[src/ihp_pkg.sv]
`timescale 1ns / 1ps
// Shared constants, operation and status codes, and the result item struct
// for the indexed max-heap. No dependencies.
package ihp_pkg;

   localparam int CAPACITY_DEF = 64;

   // fixed field widths of the item channels
   localparam int KIND_W   = 2;
   localparam int KEY_W    = 32;
   localparam int POS_W    = 6;
   localparam int HND_W    = 6;
   localparam int STATUS_W = 2;
   localparam int CNT_W    = 7;

   localparam int REQ_DATA_W = ((KEY_W + POS_W + HND_W + 7) / 8) * 8;
   localparam int RSP_DATA_W = ((KEY_W + HND_W + CNT_W + 7) / 8) * 8;
   localparam int REQ_PAD_W  = REQ_DATA_W - (KEY_W + POS_W + HND_W);
   localparam int RSP_PAD_W  = RSP_DATA_W - (KEY_W + HND_W + CNT_W);

   // operation kinds
   localparam logic [KIND_W-1:0] KIND_PUSH    = 2'd0;
   localparam logic [KIND_W-1:0] KIND_POP     = 2'd1;
   localparam logic [KIND_W-1:0] KIND_UPD_POS = 2'd2;
   localparam logic [KIND_W-1:0] KIND_UPD_HND = 2'd3;

   // result status codes
   localparam logic [STATUS_W-1:0] ST_OK    = 2'd0;
   localparam logic [STATUS_W-1:0] ST_FULL  = 2'd1;
   localparam logic [STATUS_W-1:0] ST_EMPTY = 2'd2;
   localparam logic [STATUS_W-1:0] ST_RANGE = 2'd3;

   typedef struct packed {
      logic [STATUS_W-1:0]     status;
      logic signed [KEY_W-1:0] out_key;
      logic [HND_W-1:0]        out_handle;
      logic [CNT_W-1:0]        entry_count;
   } rsp_item_type;

endpackage

[src/ihp_ram.sv]
`timescale 1ns / 1ps
// Generic synchronous RAM: one write port, two read ports, read data registered.
// Depends on ihp_pkg for default sizes only.
module ihp_ram #(
   parameter int WIDTH = ihp_pkg::KEY_W,
   parameter int DEPTH = ihp_pkg::CAPACITY_DEF
) (
   input  logic                     clock,
   input  logic                     wr_en,
   input  logic [$clog2(DEPTH)-1:0] wr_addr,
   input  logic [WIDTH-1:0]         wr_data,
   input  logic [$clog2(DEPTH)-1:0] rd_addr_a,
   input  logic [$clog2(DEPTH)-1:0] rd_addr_b,
   output logic [WIDTH-1:0]         rd_data_a,
   output logic [WIDTH-1:0]         rd_data_b
);

   logic [WIDTH-1:0] mem_ff [DEPTH];
   logic [WIDTH-1:0] rd_a_ff;
   logic [WIDTH-1:0] rd_b_ff;

   always_ff @(posedge clock) begin
      if (wr_en) begin
         mem_ff[wr_addr] <= wr_data;
      end
      rd_a_ff <= mem_ff[rd_addr_a];
      rd_b_ff <= mem_ff[rd_addr_b];
   end

   assign rd_data_a = rd_a_ff;
   assign rd_data_b = rd_b_ff;

endmodule

[config.mk]
export PLATFORM = sky130hd
export DESIGN_NAME = ihp_ram
export DESIGN_NICKNAME = d
export VERILOG_FILES = /design/src/ihp_pkg.sv /design/src/ihp_ram.sv
export SDC_FILE = /design/constraint.sdc
export NUM_CORES = 2
export LEC_CHECK = 0
export BUFFER_PORTS_ARGS = -buffer_cell sky130_fd_sc_hd__buf_2
export CORE_ASPECT_RATIO = 1.25
export CORE_MARGIN = 2
export CORE_UTILIZATION = 30
export DETAILED_ROUTE_END_ITERATION = 16
export GPL_TIMING_DRIVEN = 0
export PLACE_DENSITY = 0.51
export SLEW_MARGIN = 20
export SYNTH_ARGS = -nofsm -noshare
export SYNTH_HDL_FRONTEND = slang
export SYNTH_SLANG_ARGS = --single-unit
[constraint.sdc]
create_clock -name clock -period 6.36 [get_ports clock]
set_input_delay 0 -clock clock [delete_from_list [all_inputs] [get_ports clock]]
set_output_delay 0 -clock clock [all_outputs]
set_load 0.005 [all_outputs]
==> qor.txt <==
R2R Setup Slk: 3.25 ns
Slew Limit Fails: 0
Hold Crit Endpoint: mem_ff[50][24]$_DFFE_PP_
Final Hold Viols: 0
drt pass-1 iters: 5
core outline area: 0.317 mm²
critical-path cell list: buf_4, buf_4, buf_4, buf_4, buf_4, buf_2, mux2i_1, mux2i_1, nor2_1, o22ai_1
final HPWL from detailed placement: 318000 µm
CP most frequent cell: buf_4
number of max-cap violations: 0
Critical Path RT: 7.10 ns
post-route DRC violation count: 0
worst skew pair latency: 0.98 ns
Worst setup EP type: flip-flop
Die H: 635 µm
total leakage power: 35.7 nW
post_cts resized: 0
CTS max path bufs: 4
slowest CP cell: mux2i_1
hold crit path type: input port to flip-flop
CTS tree: done
WL per Instance: 47.9 µm
Post-synth EDFFs: 2048
RR Endpoint: rd_data_a[24]$_DFF_P_
Peak VDD IR: 0.210 mV
share of post-route cells with drive strength above 1: 41.4%
Post-CTS Setup Bufs: 0
initial antenna violation count: 64
dpl cell area: 0.106 mm²
final worst path period share: 67.1%
Yosys top cell by area: edfxtp_1
detailed-route via count: 59.0k
Post-Route Setup TNS: 0 ns
largest cells by area after synthesis: edfxtp_1 (64%), mux4_2 (26%), mux2i_1 (2.1%)
htree depth: 4
Reg clk slew, reported paths: 0.06 ns
RePlAce Congestion: 0.977
post-route cell area: 0.114 mm²
Via density: 6.28
Cell Area, Synth: 0.0957 mm²
synthesized area per cell: 21.7 µm²
DRT antenna net count: 0
Area Growth Syn to Fin: 19.3%
Cells after Synth: 4412
clock sinks: 2112
fmax: 0.234 GHz
commonest non-fill, non-tap cell in the layout: edfxtp_1
Detailed Route WL: 450000 µm
kind of critical path: input port to flip-flop
Async SR Flop Fraction: 0%
total CTS buffers: 226
worst slew pin tran: 1.32 ns
Port Buffer Count: 103
Root Buffer Master: clkbuf_16
leading cell types in the layout, fill and taps excluded: edfxtp_1 (2048), mux4_2 (1124), clkbuf_16 (228), buf_2 (208), mux2i_1 (194)
vias in the first global route: 57.1k
fin util: 36.0%
Mapped Nets: 4464
gr ovfl total: 0
Post-synth top flop: edfxtp_1
hold path cells: 3
Synth cell types: 38
DRT iter0 DRCs: 10.5k
Final Skew: 0.0830 ns
sequential area share after synthesis: 65.6%
Reg2Reg Depth: 5
# rows: 231
relative slew slack: 11.6%
endpoints failing setup: 0
post-synthesis register bit count: 2112
Final Net Count: 5027
starting density of the core: 30.2%
crit-path max FO: 10
first-pass GRT wire length: 576000 µm
overall die area: 0.323 mm²
min-delay src: wr_addr[5]
pwr dens: 283 mW/mm²
Startpoint Class: input port
largest net degree at the start of global routing: 65
Warnings, synthesis: 0
gr usage total: 27.3%
RSZ-0062 raised after global routing: no
# IOs: 116
crit path DAT: 5.00 ns
Yosys top cell area share: 64.3%
Tmin final: 4.26 ns
Die Span X: 509 µm
status: complete, no violations
R2R Path Start: mem_ff[58][24]$_DFFE_PP_
max incr delay on CP: 0.93 ns
-- logic make-up after synthesis --
group | share of synthesized area [%]
muxes | 29.0
and+or+nand+nor | 1.13
buffers and inverters | 1.83
AOI/OAI and AO/OA | 2.39
DFF | 65.6
-- metal layers --
metal	share of wire (%)	global-route usage, %	up-vias
met5	0.056	0	-
met4	9.5	21.2	28
met3	12	8.27	1444
met2	45	41.9	4785
met1	34	32.0	31988
li1	-	-	20739
-- Yosys cell counts (2+ instances only) --
cell,count
buf_2,121
mux2_2,36
nand2_1,93
or3b_2,2
a32oi_1,9
buf_4,55
buf_6,11
or2_2,3
a221oi_1,13
edfxtp_1,2048
o21ai_1,31
mux4_2,1124
mux2i_1,204
nand3b_1,6
nand3_1,9
nand2b_1,8
o21ai_0,18
clkbuf_1,135
o211ai_1,27
o32a_1,9
dfxtp_1,64
o22ai_1,56
nand4_1,2
nor3_1,3
and2_1,6
o221ai_1,16
a211oi_1,15
nor2b_1,19
or3_1,2
nor2_1,94
a22oi_1,85
a21oi_1,58
buf_1,25
-- state kept, by name, indices dropped and copies added, names as in the netlist --
register and cells:
mem_ff 2048, rd_data_a 32, rd_data_b 32
-- layout make-up --
class,instances,area [µm²]
tap,4194,5250
sequential,2112,62800
buffer,347,1850
clock inverter,139,1300
fill,28951,203000
clock buffer,268,5880
antenna,49,123
multi-input combinational,1952,31700
inverter,1,3.75
timing repair buffer,335,5220
-- worst max-delay path, delay by kind of cell --
family | cells | cell delay [ns]
compound gates | 1 | 0.65
simple gates | 1 | 0.39
mux | 2 | 1.17
buf+inv | 6 | 2.66
-- repair_timing --
action                                  4_1_cts  5_1_grt
hold endpoints to repair                   2145        0
endpoints found under the setup margin        0        0
hold buffers                                 40        0
-- power breakdown --
| group | internal (mW) | leakage (nW) | switching, mW |
|---|---|---|---|
| clock | 7.53 | 3.53 | 5.85 |
| combinational | 1.13 | 13.2 | 2.34 |
| sequential | 15.4 | 19.0 | 0.0534 |
| total | 24.1 | 35.7 | 8.25 |
-- worst max-delay path by stage --
stage,end,from,cells past startpoint
global route,rd_data_a[5]$_DFF_P_,rd_addr_a[1],10
floorplan,mem_ff[48][0]$_DFFE_PP_,wr_addr[3],4
CTS,rd_data_a[5]$_DFF_P_,rd_addr_a[1],10
detailed placement,rd_data_a[5]$_DFF_P_,rd_addr_a[1],10
global placement,mem_ff[49][13]$_DFFE_PP_,wr_addr[3],4
finish,rd_data_a[5]$_DFF_P_,rd_addr_a[1],10
-- through the flow --
stage / instances / power, mW / worst slack [ns] / hold WS [ns]
6_report: 9397 / 32.3 / 2.10 / 0.0522
3_5_place_dp: 8901 / 19.1 / 1.51 / 0.381
2_1_floorplan: 4412 / 17.2 / 3.17 / 0.0989
4_1_cts: 9348 / 32.3 / 2.47 / 0.000437
5_1_grt: 9368 / 32.8 / 2.63 / 0.0345
3_3_place_gp: 8709 / 19.0 / -0.765 / 0.384
(Power assumes the default switching activity.)
