--- config.mk ---
export PLATFORM = sky130hd
export DESIGN_NAME = ihp_out
export DESIGN_NICKNAME = d
export VERILOG_FILES = /design/src/ihp_pkg.sv /design/src/ihp_out.sv
export SDC_FILE = /design/constraint.sdc
export NUM_CORES = 1
export LEC_CHECK = 0
export BUFFER_PORTS_ARGS = -buffer_cell sky130_fd_sc_hd__buf_2
export CORE_MARGIN = 3
export CORE_UTILIZATION = 43
export CTS_CLUSTER_SIZE = 16
export DETAILED_ROUTE_END_ITERATION = 16
export HOLD_SLACK_MARGIN = 0.08
export PLACE_DENSITY = 0.83
export SLEW_MARGIN = 40
export SYNTH_ARGS = -nofsm -noshare
export SYNTH_HDL_FRONTEND = slang
export SYNTH_SLANG_ARGS = --single-unit
--- constraint.sdc ---
create_clock -name clock -period 2.3 [get_ports clock]
set_clock_uncertainty 0.2 [all_clocks]
set_input_delay 0.23 -clock clock [delete_from_list [all_inputs] [get_ports clock]]
set_output_delay 0.23 -clock clock [all_outputs]
set_load 0.05 [all_outputs]
--- src/ihp_pkg.sv ---
`timescale 1ns / 1ps
// Shared constants, operation and status codes, and the result item struct
// for the indexed max-heap. No dependencies.
package ihp_pkg;

   localparam int CAPACITY_DEF = 64;

   // fixed field widths of the item channels
   localparam int KIND_W   = 2;
   localparam int KEY_W    = 32;
   localparam int POS_W    = 6;
   localparam int HND_W    = 6;
   localparam int STATUS_W = 2;
   localparam int CNT_W    = 7;

   localparam int REQ_DATA_W = ((KEY_W + POS_W + HND_W + 7) / 8) * 8;
   localparam int RSP_DATA_W = ((KEY_W + HND_W + CNT_W + 7) / 8) * 8;
   localparam int REQ_PAD_W  = REQ_DATA_W - (KEY_W + POS_W + HND_W);
   localparam int RSP_PAD_W  = RSP_DATA_W - (KEY_W + HND_W + CNT_W);

   // operation kinds
   localparam logic [KIND_W-1:0] KIND_PUSH    = 2'd0;
   localparam logic [KIND_W-1:0] KIND_POP     = 2'd1;
   localparam logic [KIND_W-1:0] KIND_UPD_POS = 2'd2;
   localparam logic [KIND_W-1:0] KIND_UPD_HND = 2'd3;

   // result status codes
   localparam logic [STATUS_W-1:0] ST_OK    = 2'd0;
   localparam logic [STATUS_W-1:0] ST_FULL  = 2'd1;
   localparam logic [STATUS_W-1:0] ST_EMPTY = 2'd2;
   localparam logic [STATUS_W-1:0] ST_RANGE = 2'd3;

   typedef struct packed {
      logic [STATUS_W-1:0]     status;
      logic signed [KEY_W-1:0] out_key;
      logic [HND_W-1:0]        out_handle;
      logic [CNT_W-1:0]        entry_count;
   } rsp_item_type;

endpackage

--- src/ihp_out.sv ---
`timescale 1ns / 1ps
// Result item register on the rsp_ stream side, so the core can take a new
// item while a finished result waits. Depends on ihp_pkg.
module ihp_out (
   input  logic                                clock,
   input  logic                                reset,
   input  logic                                load,
   input  ihp_pkg::rsp_item_type               item,
   output logic                                free,
   output logic                                rsp_tvalid,
   input  logic                                rsp_tready,
   // out_key [31:0], out_handle [37:32], entry_count [44:38], zero pad above
   output logic [ihp_pkg::RSP_DATA_W-1:0]      rsp_tdata,
   // status
   output logic [ihp_pkg::STATUS_W-1:0]        rsp_tuser
);

   logic                  valid_ff;
   logic                  valid_in;
   ihp_pkg::rsp_item_type item_ff;

   assign free = !valid_ff || rsp_tready;

   always_comb begin
      valid_in = valid_ff;
      if (load) begin
         valid_in = 1'b1;
      end else if (rsp_tready) begin
         valid_in = 1'b0;
      end
   end

   always_ff @(posedge clock) begin
      if (reset) begin
         valid_ff <= 1'b0;
      end else begin
         valid_ff <= valid_in;
      end
      if (load) begin
         item_ff <= item;
      end
   end

   assign rsp_tvalid = valid_ff;
   assign rsp_tdata  = {{ihp_pkg::RSP_PAD_W{1'b0}}, item_ff.entry_count,
                        item_ff.out_handle, item_ff.out_key};
   assign rsp_tuser  = item_ff.status;

endmodule

==> impl_metrics.toml, run 1 <==
[timing]
hold_viol_final = 0
setup_viol_count_final = 0
tightest_slew_ns = 0.5785
grt_setup_unrepaired = "no"
finalMaxSlewViolations = 0
max_freq_ghz = 0.6498
setup_tns_ns = 0
fin_crit_sh_pct = 66.91
slew_headroom_pct = 61.43
period_needed_ns = 1.539

[power_and_ir_drop]
switching_share_pct = 30.95
power.clock.fraction_pct = 18.6
intPower_w = 0.001280
p_seq_share_pct = 57.0
switching_power_w = 0.0005735
power_frac_comb_pct = 24.4
ir_worst_vdd_v = 0.0003941
p_leak_nw = 1.120
p_per_area_nw_per_um2 = 722.9

[worst_setup_path]
required_ns = 2.38
crit_type = "in -> reg"
worstPathArrival_ns = 1.62
reg2reg_setup_slack_ns = 0.91
cp-end-kind = "flop"
worstPathCellList = "buf_2, buf_4, inv_1, a21oi_2, dlygate4sd3_1"
cp-start-kind = "primary input"
crit_fanout = 48
slowest_delay_ns = 0.56
crit_slowest_cell = "dlygate4sd3_1"

[routing]
wl_met1_um = 1278
route.met3.wl_um = 336
drc = 0
postRouteWirelength_um = 4332
drt-initial-drc-count = 32
via_per_inst = 4.465
top_layer = "met4"
vias = 1134
wl_met2_um = 2582
first_pass_iters = 4
wire_per_inst_um = 17.06
ant_nets = 0

[die]
num_rows = 20
start_util_pct = 46.69
die_y_um = 64.75
dieArea_um2 = 4192
coreArea_um2 = 3178
ios = 103
die_x_um = 64.75

[job]
cap_violations = 0

[cts]
cts.htree.levels = 2
tritoncts = "yes"
cts_sinks = 48
cts_buffer_depth = 2
clk_pin_slew_worst_paths_ns = 0.13
insertion_delay_ns = 0.33
postCtsResizedCells = 0
cts_root_buffer = "clkbuf_4"
cts_buffers = 5
ctsHoldBuffers = 49
cts_setup_buffers = 0

[logic_synthesis]
synth-seq-cells = 48
yosysWarnings = 0
yosysSeqAreaShare_pct = 96.46
postSynthCellCount = 55
synthAdderAreaFrac_pct = 0
synth_xor_area_share_pct = 0
syn-cell-area_um2 = 1484
synth-compound-area-share_pct = 0.5902
synthMuxAreaShare_pct = 0
ys_types = 7
synth_top_family_by_area = "buffers and inverters"
synth-simple-area-share_pct = 0.9275
avgSynthCellArea_um2 = 26.98

[min_path]
hp-class = "in -> reg"

[finish]
drive_gt1_share_pct = 51.43
final_cells = 254
syn2layout_area_growth_pct = 72.77
layout.nets = 261
antenna_cells = 0

[grt]
antenna_found_initial = 0
grtUsageTotal_pct = 21.84
grt_pass1_vias = 1282
grt_pass1_wl_um = 6444
grt_overflow_total = 0
grt_max_degree = 49

[placed_design]
io_buffer_count = 99
place_inst = 198
gp_congestion = 0.6972

[status]
status = "finished, final reports clean"
[per-stage QoR]
step	setup slack, ns	util [%]	total power [W]	hold slack (ns)	cell area [um2]
after global routing	0.6914	80.67	0.001920	0.3254	2564
final	0.7611	80.67	0.001853	0.3125	2564
after CTS	0.8208	80.67	0.001852	0.3075	2564
after floorplan	0.9957	-	0.001337	0.09244	1491
after global placement	0.9656	63.78	0.001447	0.1887	2027
after detailed placement	0.9345	63.78	0.001455	0.2004	2027
[cell type report]
cell class / count / area, um2
sequential: 48 / 1431
timing repair buffer: 149 / 993.5
fill: 169 / 614.3
tap: 44 / 55.05
clock buffer: 6 / 41.29
multi-input combinational: 5 / 33.78
clock inverter: 1 / 5.005
inverter: 1 / 3.754
[worst max-delay path, delay by kind of cell]
family | cells | cell delay [ns]
buffers and inverters | 4 | 1.23
AOI/OAI and AO/OA | 1 | 0.14
[kinds of logic (layout without fill, tap and decap cells)]
logic type             count (synthesis)  count (layout)
flip-flops                            48              48
buffers and inverters                  4             157
AND/OR/NAND/NOR                        1               1
AO/OA/AOI/OAI                          1               1
other                                  1               3
[Yosys cell counts]
master / n / area share [%]
a21oi_2: 1 / 0.59
buf_4: 3 / 1.5
conb_1: 1 / 0.25
dfxtp_1: 1 / 1.3
edfxtp_1: 47 / 95
inv_1: 1 / 0.25
nand2b_4: 1 / 0.93
[registers in the layout, indices dropped and copies added (netlist names)]
register    flops
rsp_tvalid      1
rsp_tuser       2
rsp_tdata      45
[final timing paths]
path	start	end	cells past startpoint
worst max-delay path	load	rsp_tvalid	5
worst min-delay path	load	rsp_tdata[32]	2
worst max register to register	rsp_tvalid	rsp_tvalid	3
worst min register to register	rsp_tvalid	rsp_tvalid	3
[per-layer routing]
| metal | vias up | global-route usage, % |
|---|---|---|
| li1 | 514 | - |
| met1 | 537 | 17.98 |
| met2 | 71 | 45.08 |
| met3 | 12 | 6.066 |
| met4 | 0 | 10.55 |
| met5 | - | 0 |
[power groups by stage]
stage                     registers, W  logic (W)  clock network, W
final                          0.00106   0.000453          0.000345
after global routing           0.00106   0.000468          0.000389
after CTS                      0.00105   0.000447          0.000353
after detailed placement       0.00107   0.000383                 0
after global placement         0.00107   0.000378                 0
after floorplan                0.00132  0.0000207                 0
[placed cells by master (no fill, tap or decap)]
cell type	count
buf_4	1
inv_1	1
buf_2	99
a21oi_2	1
conb_1	3
nand2b_4	1
edfxtp_1	47
clkbuf_1	1
dfxtp_1	1
clkinv_2	1
clkbuf_4	5
dlygate4sd3_1	49
Note: power is estimated with default switching activity, not from simulation.
==> run 2: changes to the inputs <==
Settings changed: ABC_AREA set to 1, CORE_UTILIZATION 43 to 36, PLACE_DENSITY 0.83 to 0.74.
Clock period 2.3 ns to 1.4 ns, I/O delays scaled along.
==> run 2 against run 1 <==
  * The flow now finishes with violations (hold timing)
  * Non-clock buffer count down 1
  * Cell area up 1.8%
  * Die area rose by 17%
  * Hold slack got worse by 0.40 ns
  * Clock-buffer cell count down 1
  * Via count shrank 4.6%
  * Clock power rose by 130%
  * Core utilization is 12 points lower
  * Cell count up 2.0%
  * Synthesized area down 0.25%
  * Power is 75% higher
  * Critical endpoint is now free
  * Global-route usage decreased by 4.9 points
==> impl_metrics.toml, run 2 <==
[timing]
fin_worst_hold_slack_ns = -0.08715
grt_setup_unrepaired = "no"
hold_viol_final = 1
period_needed_ns = 1.307
setup_viol_count_final = 0
fin_crit_sh_pct = 93.35
max_freq_ghz = 0.7652
setup_tns_ns = 0
finalMaxSlewViolations = 0

[routing]
wire_per_inst_um = 15.01
top_layer = "met4"
postRouteWirelength_um = 3888
first_pass_iters = 4
via_per_inst = 4.178
route.met3.wl_um = 257
drc = 0
drt-initial-drc-count = 58
wl_met2_um = 2223
wl_met1_um = 1302
vias = 1082
ant_nets = 0

[cts]
cts_sinks = 48
ctsHoldBuffers = 49
clk_pin_slew_worst_paths_ns = 0.09
tritoncts = "yes"
cts.htree.levels = 2
cts_buffer_depth = 2
cts_root_buffer = "clkbuf_8"
cts_buffers = 5
insertion_delay_ns = 0.29

[worst_setup_path]
cp-end-kind = "primary output"
required_ns = 1.06
critPathCapture = "free"
cp-start-kind = "flop"
worstPathArrival_ns = 0.97
crit_start = "rsp_tvalid"
rr_endpoint = "rsp_tvalid"
rr_worst_depth = 2
r2r-start = "rsp_tvalid"
crit_fanout = 2
crit_type = "reg -> out"
reg2reg_setup_slack_ns = 0.61

[placed_design]
gp_congestion = 0.6759
io_buffer_count = 99
post-dp-hpwl_um = 2332

[logic_synthesis]
synth_most_common_cell = "edfxtp_1"
yosysWarnings = 0
async_reset_ff_share_pct = 0
synth_top_cell_by_area = "edfxtp_1"
avgSynthCellArea_um2 = 26.43
synth_area_leaders = "edfxtp_1 95%, buf_4 1.5%, dfxtp_1 1.4%"
yosysSeqAreaShare_pct = 96.70
postSynthCellCount = 56
ys.flop_type = "edfxtp_1"
synth_edf_count = 47
synth_top_area_share_pct = 95.35
ys_types = 7
synth-seq-cells = 48
ys_top_cells_by_count = "47 x edfxtp_1, 3 x buf_4, 2 x inv_1"
syn-cell-area_um2 = 1480

[finish]
final_common_cell = "buf_2"
fill_cells = 263
antenna_cells = 0
syn2layout_area_growth_pct = 76.25
seq_area_um2 = 1431
drive_gt1_share_pct = 51.66
multiInputGateArea_um2 = 26.28
layout.nets = 261
largest_reg_flops = 45
mostFrequentLayoutCells = "99 x buf_2, 48 x dlygate4sd3_1, 47 x edfxtp_1"
finalCoreUtilization_pct = 68.68

[status]
status = "finished, violations left"
violations = "hold timing"

[die]
die_x_um = 70.12
num_rows = 22
die_y_um = 70.12
coreArea_um2 = 3799
dieArea_um2 = 4917
start_util_pct = 38.97
ios = 103

[power_and_ir_drop]
switching_share_pct = 30.36
power.clock.fraction_pct = 24.0
switching_power_w = 0.0009856
p_leak_nw = 1.129
ir_worst_vdd_v = 0.0007134
p_per_area_nw_per_um2 = 1244
intPower_w = 0.002261
p_seq_share_pct = 53.3
power_frac_comb_pct = 22.7

[grt]
grt_overflow_total = 0
antenna_found_initial = 0
grtUsageTotal_pct = 16.92
grt_pass1_wl_um = 6189
grt_pass1_vias = 1273
grt_max_degree = 49

[job]
cap_violations = 0

[min_path]
hp-class = "in -> reg"
run 2: logic make-up (layout without fill, tap and decap cells):
logic type      count (synthesis)  in the layout  share of synthesized area [%]
flops                          48             48                          96.70
buf+inv                         5            158                          2.029
other cells                     1              3                         0.2533
compound gates                  1              1                         0.5918
simple gates                    1              1                         0.4229
run 2: power by group through the flow:
stage / Sequential, W / Combinational [W] / Clock (W)
floorplan: 0.00216 / 0.0000331 / 0
global placement: 0.00176 / 0.000627 / 0
detailed placement: 0.00176 / 0.000633 / 0
CTS: 0.00173 / 0.000739 / 0.000803
global route: 0.00174 / 0.000769 / 0.000879
finish: 0.00173 / 0.000738 / 0.000778
run 2: area by class of cell:
type                            count  share of cell area [%]
Clock buffer                        5                   2.638
Clock inverter                      3                  0.7194
Sequential cell                    48                   54.87
Timing Repair Buffer              148                   38.18
Multi-Input combinational cell      5                   1.007
Tap cell                           48                   2.302
Inverter                            2                  0.2878
run 2: how the worst min path moves through the flow:
stage / startpoint / end / slack [ns] / cells after the start
after CTS: load / rsp_tdata[3] / 0.14 / 2
final: rsp_tready / rsp_tvalid / -0.09 / 4
after global routing: rsp_tready / rsp_tvalid / -0.09 / 4
after global placement: reset / rsp_tvalid / 0.1 / 2
after detailed placement: reset / rsp_tvalid / 0.10 / 2
after floorplan: reset / rsp_tvalid / 0.002 / 1
run 2: metal layers:
metal / GRT usage [%] / vias to the layer above
li1: - / 517
met1: 15.64 / 499
met2: 32.11 / 58
met3: 6.043 / 8
met4: 8.298 / 0
met5: 0 / -
run 2: worst max-delay path: stages (launching register included):
cell and delay [ns]:
dfxtp_1 0.33, nand2_2 0.08, buf_2 0.26
run 2: stage by stage:
stage                     worst slack, ns  cells  area (um2)  total power, W
after CTS                         0.04331    260        2619        0.003271
after global routing              0.05782    259        2609        0.003389
after detailed placement           0.3692    203        2041        0.002393
after floorplan                   0.03372     58        1488        0.002196
final                             0.09314    259        2609        0.003246
after global placement             0.3902    203        2041        0.002382
run 2: what timing repair did:
item / 4_1_cts / 5_1_grt
gates resized for setup: 0 / 0
buffers inserted: 0 / 0
setup endpoints to repair: 0 / 1
endpoints found under the hold margin: 48 / 1
==> run 3: changes to the inputs <==
Settings changed: BUFFER_PORTS_ARGS -buffer_cell sky130_fd_sc_hd__buf_2 to -buffer_cell sky130_fd_sc_hd__buf_4.
==> run 3 against run 2 <==
  * The flow still finishes with violations (hold timing)
  * Combinational power rose by 16%
  * Die area unchanged
  * Cell count increased by 0.77%
  * Cell area is 11% higher
  * Via count rose by 3.6%
  * Register-to-register slack lost 0.04 ns
  * Non-clock buffer count grew 1
  * Worst setup slack gained 0.031 ns
  * Hold slack better by 0.011 ns
  * Sequential power is essentially flat
  * Power up 9.8%
  * Clock-buffer cell count is the same
==> impl_metrics.toml, run 3 (synthesized netlist as in run 2, its figures left out) <==
[status]
status = "finished, violations left"
violations = "hold timing"

[routing]
postRouteWirelength_um = 4262
wl_met1_um = 1234
top_layer = "met4"
first_pass_iters = 4
drc = 0
vias = 1121
wl_met2_um = 2592
route.met3.wl_um = 282
wire_per_inst_um = 16.33
via_per_inst = 4.295
drt-initial-drc-count = 109
ant_nets = 0

[die]
num_rows = 22
dieArea_um2 = 4917
die_x_um = 70.12
ios = 103
start_util_pct = 38.97
coreArea_um2 = 3799
die_y_um = 70.12

[timing]
setup_tns_ns = 0
hold_viol_final = 1
setup_viol_count_final = 0
max_freq_ghz = 0.7839
grt_setup_unrepaired = "no"
period_needed_ns = 1.276
fin_crit_sh_pct = 91.12
finalMaxSlewViolations = 0
fin_worst_hold_slack_ns = -0.07655

[grt]
grtUsageTotal_pct = 18.47
antenna_found_initial = 1
grt_pass1_wl_um = 6561
grt_max_degree = 49
grt_overflow_total = 0
grt_pass1_vias = 1290

[worst_setup_path]
cp-end-kind = "primary output"
worstPathArrival_ns = 0.94
cp-start-kind = "flop"
crit_fanout = 2
required_ns = 1.06
crit_type = "reg -> out"

[placed_design]
post-dp-hpwl_um = 2531
io_buffer_count = 99
place_area_um2 = 2288
gp_congestion = 0.7064
place_inst = 203

[finish]
largest_reg_flops = 45
final_cells = 261
syn2layout_area_growth_pct = 95.35
drive_gt1_share_pct = 52.36
design_area_um2 = 2892
final_common_cell = "buf_4"
mostFrequentLayoutCells = "100 x buf_4, 48 x dlygate4sd3_1, 47 x edfxtp_1"
layout.nets = 262
fill_cells = 230
finalCoreUtilization_pct = 76.12

[job]
cap_violations = 0

[power_and_ir_drop]
power_w = 0.003565
ir_worst_vdd_v = 0.0008668
p_per_area_nw_per_um2 = 1233
p_leak_nw = 1.239

[cts]
cts.htree.levels = 2
cts_sinks = 48
tritoncts = "yes"
ctsHoldBuffers = 49
cts_root_buffer = "clkbuf_8"
cts_buffer_depth = 2
clk_pin_slew_worst_paths_ns = 0.08
cts_buffers = 5
insertion_delay_ns = 0.29

[min_path]
hp-class = "in -> reg"
## run 3: stage by stage
step	hold WS, ns	setup WS, ns
floorplan	0.002445	0.03372
global placement	0.09480	0.3998
detailed placement	0.1001	0.3833
CTS	0.1367	0.03484
global route	-0.06841	0.09170
finish	-0.07655	0.1243
## run 3: layout make-up
class / count / area [um2] / share of cell area (%)
sequential: 48 / 1433 / 49.55
timing repair buffer: 149 / 1251 / 43.27
clock buffer: 5 / 68.82 / 2.380
tap: 48 / 60.06 / 2.077
clock inverter: 3 / 42.54 / 1.471
multi-input combinational: 5 / 26.28 / 0.9087
inverter: 2 / 7.507 / 0.2596
antenna: 1 / 2.502 / 0.08654
## run 3: metal layers
metal	up-vias	track usage, %
met5	-	0
met4	0	11.49
met3	13	5.755
met2	57	36.20
met1	530	15.52
li1	521	-
## run 3: path summary, 6_finish.rpt
| check | from | to | slack [ns] | depth (start not counted) |
|---|---|---|---|---|
| hold reg to reg | rsp_tvalid | rsp_tvalid | 0.31 | 2 |
| setup / recovery | rsp_tvalid | rsp_tvalid | 0.12 | 2 |
| setup reg to reg | rsp_tvalid | rsp_tvalid | 0.57 | 2 |
| hold / removal | rsp_tready | rsp_tvalid | -0.08 | 4 |
## run 3: timing repair
action	CTS	global route
endpoints found under the hold margin	48	1
gates resized for setup	0	1
endpoints found under the setup margin	0	1
setup buffers	0	1
## run 3: where the power goes
part	internal (W)	switching (W)	total (W)	leakage, nW
Combinational	0.000320	0.000535	0.000855	0.714
Sequential	0.00170	0.0000350	0.00174	0.469
Clock	0.000529	0.000445	0.000974	0.0558
Total	0.00255	0.00101	0.00356	1.24
## run 3: critical path: stages (launching register included)
cell     delay [ns]
dfxtp_2        0.34
buf_4          0.13
buf_4          0.18
